[src/hw/rtl/nkdt_pkg.sv]
// Shared types and constants of the name-keyed directory table.
package nkdt_pkg;

  localparam int unsigned KEY_W      = 64;
  localparam int unsigned KEY_BYTES  = KEY_W / 8;
  localparam int unsigned SECTOR_W   = 16;
  localparam int unsigned ACTION_W   = 2;
  localparam int unsigned STATUS_W   = 2;
  localparam int unsigned INDEX_W    = 6;
  localparam int unsigned SIZE_OUT_W = 7;
  localparam int unsigned CFG_W      = 7;

  typedef enum logic [ACTION_W-1:0] {
    ACT_FIND   = 2'd0,
    ACT_ADD    = 2'd1,
    ACT_REMOVE = 2'd2
  } nkdt_action_e;

  typedef enum logic [STATUS_W-1:0] {
    ST_OK        = 2'd0,
    ST_NOT_FOUND = 2'd1,
    ST_DUPLICATE = 2'd2,
    ST_FULL      = 2'd3
  } nkdt_status_e;

  typedef struct packed {
    logic [ACTION_W-1:0] action;
    logic [KEY_W-1:0]    name_key;
    logic [SECTOR_W-1:0] sector;
  } nkdt_req_t;

  typedef struct packed {
    logic [STATUS_W-1:0]   status;
    logic [INDEX_W-1:0]    entry_index;
    logic [SECTOR_W-1:0]   found_sector;
    logic [SIZE_OUT_W-1:0] active_entries;
  } nkdt_rsp_t;

  // Search token that walks down the row of cells, one cell per cycle.
  typedef struct packed {
    logic                valid;
    logic                hit;
    logic                free;
    logic [SECTOR_W-1:0] sector;
  } nkdt_tok_t;

  // Write-back command broadcast to all cells.
  typedef struct packed {
    logic                set_valid;
    logic                clr_valid;
    logic                clear_all;
    logic [KEY_W-1:0]    name;
    logic [SECTOR_W-1:0] sector;
  } nkdt_cmd_t;

endpackage

[src/hw/rtl/nkdt_cell.sv]
// One table entry with its stage of the search token chain.
module nkdt_cell #(
  parameter int unsigned IDX_W = 6
) (
  input  logic                     clk_i,
  input  logic                     rst_ni,
  input  logic [IDX_W-1:0]         idx_i,
  input  logic                     active_i,
  input  logic [nkdt_pkg::KEY_W-1:0] key_i,
  input  nkdt_pkg::nkdt_tok_t      tok_i,
  input  logic [IDX_W-1:0]         hit_idx_i,
  input  logic [IDX_W-1:0]         free_idx_i,
  output nkdt_pkg::nkdt_tok_t      tok_o,
  output logic [IDX_W-1:0]         hit_idx_o,
  output logic [IDX_W-1:0]         free_idx_o,
  input  nkdt_pkg::nkdt_cmd_t      cmd_i,
  input  logic [IDX_W-1:0]         cmd_idx_i
);
  import nkdt_pkg::*;

  logic                valid_q;
  logic [KEY_W-1:0]    name_q;
  logic [SECTOR_W-1:0] sector_q;
  nkdt_tok_t           tok_d, tok_q;
  logic [IDX_W-1:0]    hit_idx_d, hit_idx_q;
  logic [IDX_W-1:0]    free_idx_d, free_idx_q;
  logic                sel;

  assign sel = (cmd_idx_i == idx_i);

  // The first matching cell and the first free active cell mark the token.
  always_comb begin
    tok_d      = tok_i;
    hit_idx_d  = hit_idx_i;
    free_idx_d = free_idx_i;
    if (tok_i.valid && !tok_i.hit && valid_q && (name_q == key_i)) begin
      tok_d.hit    = 1'b1;
      tok_d.sector = sector_q;
      hit_idx_d    = idx_i;
    end
    if (tok_i.valid && !tok_i.free && !valid_q && active_i) begin
      tok_d.free = 1'b1;
      free_idx_d = idx_i;
    end
  end

  always_ff @(posedge clk_i or negedge rst_ni) begin
    if (!rst_ni) begin
      valid_q <= 1'b0;
      tok_q   <= '0;
    end else begin
      tok_q <= tok_d;
      if (cmd_i.clear_all) begin
        valid_q <= 1'b0;
      end else if (sel && cmd_i.set_valid) begin
        valid_q <= 1'b1;
      end else if (sel && cmd_i.clr_valid) begin
        valid_q <= 1'b0;
      end
    end
  end

  always_ff @(posedge clk_i) begin
    hit_idx_q  <= hit_idx_d;
    free_idx_q <= free_idx_d;
    if (sel && cmd_i.set_valid) begin
      name_q   <= cmd_i.name;
      sector_q <= cmd_i.sector;
    end
  end

  assign tok_o      = tok_q;
  assign hit_idx_o  = hit_idx_q;
  assign free_idx_o = free_idx_q;

endmodule
[config.mk]
export PLATFORM = sky130hd
export DESIGN_NAME = nkdt_cell
export DESIGN_NICKNAME = d
export VERILOG_FILES = /design/src/hw/rtl/nkdt_pkg.sv /design/src/hw/rtl/nkdt_cell.sv
export SDC_FILE = /design/constraint.sdc
export NUM_CORES = 1
export LEC_CHECK = 0
export ABC_AREA = 1
export BUFFER_PORTS_ARGS = -buffer_cell sky130_fd_sc_hd__clkbuf_2
export CORE_UTILIZATION = 51
export CTS_BUF_LIST = sky130_fd_sc_hd__clkbuf_2 sky130_fd_sc_hd__clkbuf_4 sky130_fd_sc_hd__clkbuf_8
export DETAILED_ROUTE_END_ITERATION = 10
export PLACE_DENSITY_LB_ADDON = 0.3
export SYNTH_ARGS = -nofsm -noshare
export SYNTH_HDL_FRONTEND = slang
export SYNTH_SLANG_ARGS = --single-unit
[constraint.sdc]
create_clock -name clk_i -period 2.1 [get_ports clk_i]
set_input_delay 0 -clock clk_i [delete_from_list [all_inputs] [get_ports clk_i]]
set_output_delay 0 -clock clk_i [all_outputs]
set_load 0.05 [all_outputs]
==> results of run 1 <==
-- flip-flops by register name, summed over array words and instances (netlist names) --
| signal | cells |
|---|---|
| name_q | 64 |
| tok_o | 19 |
| sector_q | 16 |
| free_idx_o | 6 |
| hit_idx_o | 6 |
| valid_q | 1 |
-- through the flow --
stage                util  cell area [sq um]
finish              0.825               7620
global route        0.825               7620
CTS                 0.825               7620
detailed placement  0.668               6170
global placement    0.668               6170
floorplan               -               4890
-- synthesized netlist by cell type, drive strengths merged --
master / number
nand3: 5
nand4: 22
nand2: 170
xor2: 14
edfxtp: 80
buf: 8
dfxtp: 12
nor2: 73
o21ai: 5
clkbuf: 1
inv: 75
dfrtp: 20
mux2: 1
a21oi: 3
xnor2: 11
or2: 2
and3: 1
nor3: 1
-- final cells by class --
type	count	area, sq um
clock buffers	10	131
flip-flops and latches	112	3140
repair buffers	355	2450
multi-input cells	308	1400
inverters	75	285
diodes	1	2.50
well taps	129	161
fillers	516	1620
clock inverters	6	51.3
-- final timing paths --
kind | startpoint | endpoint | cells past startpoint
max in group asynchronous | rst_ni | tok_o[18] | 2
worst min-delay path | rst_ni | tok_o[11] | 2
worst min register to register | sector_q[8] | tok_o[8] | 2
min in group clk_i | active_i | tok_o[16] | 3
worst max-delay path | valid_q | free_idx_o[2] | 4
worst max register to register | valid_q | free_idx_o[2] | 4
-- routing by layer --
layer / global-route usage / wire [um]
met3: 0.0669 / 1130
met4: 0.204 / 911
met2: 0.605 / 8360
met5: 0 / 0
met1: 0.308 / 5280
-- logic make-up after synthesis --
kind of cell           after synthesis
AND/OR/NAND/NOR                    274
flip-flops                         112
buffers and inverters               84
XOR/XNOR                            25
AO/OA/AOI/OAI                        8
multiplexers                         1
-- where the power goes --
| group | total, W | internal [W] | switching [W] | leakage (nW) |
|---|---|---|---|---|
| Combinational | 0.000736 | 0.000368 | 0.000368 | 2.66 |
| Clock | 0.00127 | 0.000467 | 0.000798 | 0.0980 |
| Sequential | 0.00244 | 0.00242 | 0.0000198 | 1.06 |
-- worst register-to-register path, cell delays in order (launching register included) --
cell	delay [ns]
dfrtp_1	0.41
nor2_1	0.10
nand3_1	0.34
mux2_2	0.41
dlygate4sd3_1	0.57
-- what timing repair did --
action                                  in CTS  in global routing
endpoints found under the setup margin       0                  0
endpoints found under the hold margin      132                  0
hold buffers                               126                  0
==> out/results.tsv, run 1 <==
stage	metric	value	unit
cells_and_area	fin cells	996	
logic_synthesis	mux cell area share after synthesis	0.00231	
logic_synthesis	syn_nets	697	
cells_and_area	most common cell after layout, fill and taps aside	clkbuf_2	
floorplanning	die footprint	0.00997	sq mm
setup_path	CP Launch Type	flip-flop	
floorplanning	Die Y	99.9	um
setup_path	CP max stage cell	dlygate4sd3_1	
timing	setup_tns	0	ns
logic_synthesis	sequential area share after synthesis	0.643	
floorplanning	std cell rows	35	
power	Total Power	0.00444	W
cells_and_area	most frequent cells in the layout	223 x clkbuf_2, 170 x nand2_1, 126 x dlygate4sd3_1, 80 x edfxtp_1, 74 x inv_1	
logic_synthesis	Mapped Area	0.00488	sq mm
detailed_routing	Via Count	4915	
detailed_routing	total routed wirelength	15700	um
global_routing	number of global-route vias before repair	5149	
logic_synthesis	Synth area leader	edfxtp_1	
logic_synthesis	Synth Area in Compound Gates	0.00820	
placed_design	placed cells	853	
logic_synthesis	Simple-Gate Fraction of Synth Area	0.231	
timing	min cycle time layout	1.93	ns
setup_path	Worst EP required	2.37	ns
setup_path	Buf/Inv on CP	1	
detailed_routing	DR iter-0 viols	293	
timing	worst hold slack	0.107	ns
logic_synthesis	Synth Area in XOR/XNOR	0.0448	
logic_synthesis	synthesized area per cell	9.69	sq um
placed_design	Port Buffers	223	
logic_synthesis	cell count after synthesis	504	
clock_network	CTS tree	yes	
power	PwrDens	583	mW/mm^2
timing	final hold vios	0	
setup_path	Crit path max-delay family	buffers and inverters	
timing	Layout Skew	0.0219	ns
power	Leak	3.81	nW
floorplanning	I/O pins	224	
logic_synthesis	main combinational cell family by area after synthesis	simple AND/OR/NAND/NOR gates	
setup_path	Crit Path Class	flip-flop to flip-flop	
setup_path	CP Capture Type	flip-flop	
min_path	HP Class	input port to asynchronous set/reset pin	
setup_path	r2r setup slk	0.17	ns
clock_network	CTS Sinks	112	
floorplanning	Die Wd	99.9	um
detailed_routing	antenna-violating nets left	0	
timing	period utilization	0.918	
detailed_routing	routed vias/inst	4.93	
cells_and_area	share of cells above drive strength 1	0.292	
placed_design	GPL Wtd Cong	0.821	
clock_network	Max H-tree Level	3	
logic_synthesis	synth top area cells	edfxtp_1 49%, nand2_1 13%, dfrtp_1 10%	
setup_path	critical path cell sequence	nor2_1, nand3_1, mux2_2, dlygate4sd3_1	
global_routing	largest net degree at the start of global routing	42	
detailed_routing	Avg WL per Cell	15.7	um
placed_design	Post-DP HPWL	8640	um
logic_synthesis	synth warn	0	
timing	max-slew violations	0	
logic_synthesis	#FFs+latches synth	112	
detailed_routing	first drt pass iteration count	5	
placed_design	Setup WS pre-CTS	0.414	ns
cells_and_area	synth-to-layout area growth	56.0	%
setup_path	Critical Path AT	2.20	ns
clock_network	clock latency at the later pin of the worst-skew pair	0.38	ns
clock_network	root buf cell	clkbuf_8	
clock_network	clk buf depth	2	
power	maximum VDD drop	0.396	mV
clock_network	PostCTS Resize Cnt	0	
floorplanning	Initial Util	0.529	
outcome	status	completed	
clock_network	Reg clk slew, reported paths	0.12	ns
timing	RSZ-0062 raised after global routing	no	
global_routing	antenna violations before repair	1	
logic_synthesis	share of the synthesized area in the top cell type	0.492	
cells_and_area	nets@finish	1054	
setup_path	slowest cell delay on critical path	0.57	ns
clock_network	CTS Buf Count	9	
logic_synthesis	Yosys cell types	23	
global_routing	Total Routing Usage GR	0.317	
floorplanning	core region area	0.00924	sq mm
job	Max Cap Viol	0	
global_routing	GR Overflow Total	0	
timing	Worst Tran Pin Value	0.499	ns
setup_path	CP max FO	12	
clock_network	Post-CTS Setup Inserts	0	
timing	Worst Slack Setup Final	0.172	ns
timing	Max Clk Rate	519	MHz
timing	Relative slew margins	0.667	
detailed_routing	drc violations	0	
global_routing	first-pass GRT wire length	23700	um
logic_synthesis	post-synthesis adder-cell area fraction	0	
timing	final setup violation count	0	
Note: power is estimated with default switching activity, not from simulation.
==> run 2: changes to the inputs <==
--- a/config.mk
+++ b/config.mk
@@ -10,6 +10,8 @@
 export CORE_UTILIZATION = 51
 export CTS_BUF_LIST = sky130_fd_sc_hd__clkbuf_2 sky130_fd_sc_hd__clkbuf_4 sky130_fd_sc_hd__clkbuf_8
 export DETAILED_ROUTE_END_ITERATION = 10
+export GPL_TIMING_DRIVEN = 0
+export HOLD_SLACK_MARGIN = 0.05
 export PLACE_DENSITY_LB_ADDON = 0.3
 export SYNTH_ARGS = -nofsm -noshare
 export SYNTH_HDL_FRONTEND = slang
==> run 2 against run 1 <==
  * Flip-flop and latch count is the same
  * Total power is 2.3% higher
  * Register-to-register slack worse by 0.06 ns
  * Combinational power barely moved
  * Critical path type unchanged
==> out/results.tsv, run 2 (synthesized netlist as in run 1, its figures left out) <==
stage	metric	value	unit
power	maximum VDD drop	0.470	mV
outcome	status	completed	
detailed_routing	Avg WL per Cell	15.3	um
placed_design	Setup WS pre-CTS	-0.0535	ns
timing	final setup violation count	0	
floorplanning	Die Y	99.9	um
detailed_routing	routed vias/inst	4.85	
detailed_routing	antenna-violating nets left	0	
placed_design	Post-DP HPWL	8840	um
detailed_routing	total routed wirelength	15500	um
timing	final hold vios	0	
cells_and_area	most frequent cells in the layout	223 x clkbuf_2, 167 x nand2_1, 127 x dlygate4sd3_1, 80 x edfxtp_1, 74 x inv_1	
setup_path	Critical Path AT	2.25	ns
timing	period utilization	0.949	
placed_design	GPL Wtd Cong	0.800	
global_routing	GR Overflow Total	0	
power	Leak	3.88	nW
timing	Layout Skew	0.0129	ns
cells_and_area	share of cells above drive strength 1	0.308	
floorplanning	core region area	0.00924	sq mm
global_routing	largest net degree at the start of global routing	44	
timing	RSZ-0062 raised after global routing	no	
timing	Worst Tran Pin Value	0.860	ns
timing	max-slew violations	0	
setup_path	CP Launch Type	flip-flop	
cells_and_area	nets@finish	1066	
floorplanning	I/O pins	224	
setup_path	Worst EP required	2.36	ns
clock_network	Reg clk slew, reported paths	0.12	ns
setup_path	Crit Path Class	flip-flop to flip-flop	
clock_network	CTS Buf Count	9	
clock_network	Max H-tree Level	3	
placed_design	Port Buffers	223	
job	Max Cap Viol	0	
timing	Max Clk Rate	502	MHz
clock_network	CTS tree	yes	
detailed_routing	first drt pass iteration count	4	
cells_and_area	most common cell after layout, fill and taps aside	clkbuf_2	
cells_and_area	Largest register FFs	64	
floorplanning	die footprint	0.00997	sq mm
floorplanning	Initial Util	0.529	
setup_path	CP Capture Type	flip-flop	
clock_network	root buf cell	clkbuf_8	
detailed_routing	Via Count	4885	
cells_and_area	largest reg by FF count	name_q	
clock_network	clock latency at the later pin of the worst-skew pair	0.36	ns
power	PwrDens	585	mW/mm^2
detailed_routing	DR iter-0 viols	170	
setup_path	CP max FO	3	
cells_and_area	synth-to-layout area growth	58.8	%
timing	Relative slew margins	0.426	
floorplanning	std cell rows	35	
timing	min cycle time layout	1.99	ns
clock_network	CTS Sinks	112	
min_path	HP Class	input port to asynchronous set/reset pin	
detailed_routing	drc violations	0	
global_routing	number of global-route vias before repair	5216	
timing	Worst Slack Setup Final	0.108	ns
global_routing	first-pass GRT wire length	23400	um
power	Total Power	0.00454	W
global_routing	antenna violations before repair	1	
global_routing	Total Routing Usage GR	0.312	
clock_network	clk buf depth	2	
floorplanning	Die Wd	99.9	um
## run 2: changes by cell type in the layout (fill, tap and decap cells not counted), moves of 2 or more
cell / previous run / this run
buf_2: 0 / 4
buf_4: 4 / 7
buf_6: 0 / 4
nand2_1: 170 / 167
nand2_2: 0 / 3
nor2_1: 70 / 67
nor2_2: 1 / 3
## run 2: what timing repair did
action                                  in CTS  in global routing
hold buffers                               127                  1
endpoints found under the hold margin      132                  1
endpoints found under the setup margin       0                  2
gates resized for setup                      0                 10
buffers inserted                             0                  7
## run 2: cell type report
class,instances,area [sq um]
sequential,112,3140
timing repair buffer,358,2470
fill,480,1480
multi-input combinational,308,1420
inverter,75,285
tap,129,161
clock buffer,9,124
clock inverter,7,87.6
buffer,9,61.3
antenna,1,2.50
## run 2: worst paths after layout
check	endpoint	slack (ns)	startpoint	cells after the start
setup / recovery	free_idx_o[5]	0.11	valid_q	6
hold / removal	tok_o[11]	0.14	rst_ni	2
setup reg to reg	free_idx_o[5]	0.11	valid_q	6
hold reg to reg	tok_o[15]	0.51	sector_q[15]	2
max in group asynchronous	tok_o[16]	1.59	rst_ni	2
min in group clk_i	tok_o[15]	0.16	key_i[33]	6
## run 2: where the power goes
group / switching (W) / total (W) / leakage [nW] / internal [W]
Combinational: 0.000365 / 0.000735 / 2.72 / 0.000370
Clock: 0.000784 / 0.00137 / 0.110 / 0.000584
Sequential: 0.0000193 / 0.00244 / 1.06 / 0.00242
## run 2: routing by layer
| layer | global-route usage | share of wire |
|---|---|---|
| met1 | 0.288 | 0.33 |
| met5 | 0 | 0 |
| met4 | 0.199 | 0.060 |
| met2 | 0.611 | 0.55 |
| met3 | 0.0669 | 0.060 |
## run 2: metrics by stage
step / TNS (ns) / instances / hold slack [ns] / utilization / area (sq um)
2_1_floorplan: 0 / 504 / -0.296 / - / 4890
3_3_place_gp: -46.84 / 856 / -0.0107 / 0.667 / 6170
3_5_place_dp: -2.17 / 857 / 0.00358 / 0.669 / 6190
4_1_cts: 0 / 1000 / 0.114 / 0.830 / 7670
5_1_grt: 0 / 1008 / 0.183 / 0.839 / 7760
6_report: 0 / 1008 / 0.145 / 0.839 / 7760
## run 2: critical path: stages (launching register included)
cell,delay [ns]
dfrtp_1,0.39
nor2_1,0.12
nand3_2,0.13
nand2_1,0.08
dlygate4sd3_1,0.54
o21ai_0,0.07
dlygate4sd3_1,0.56
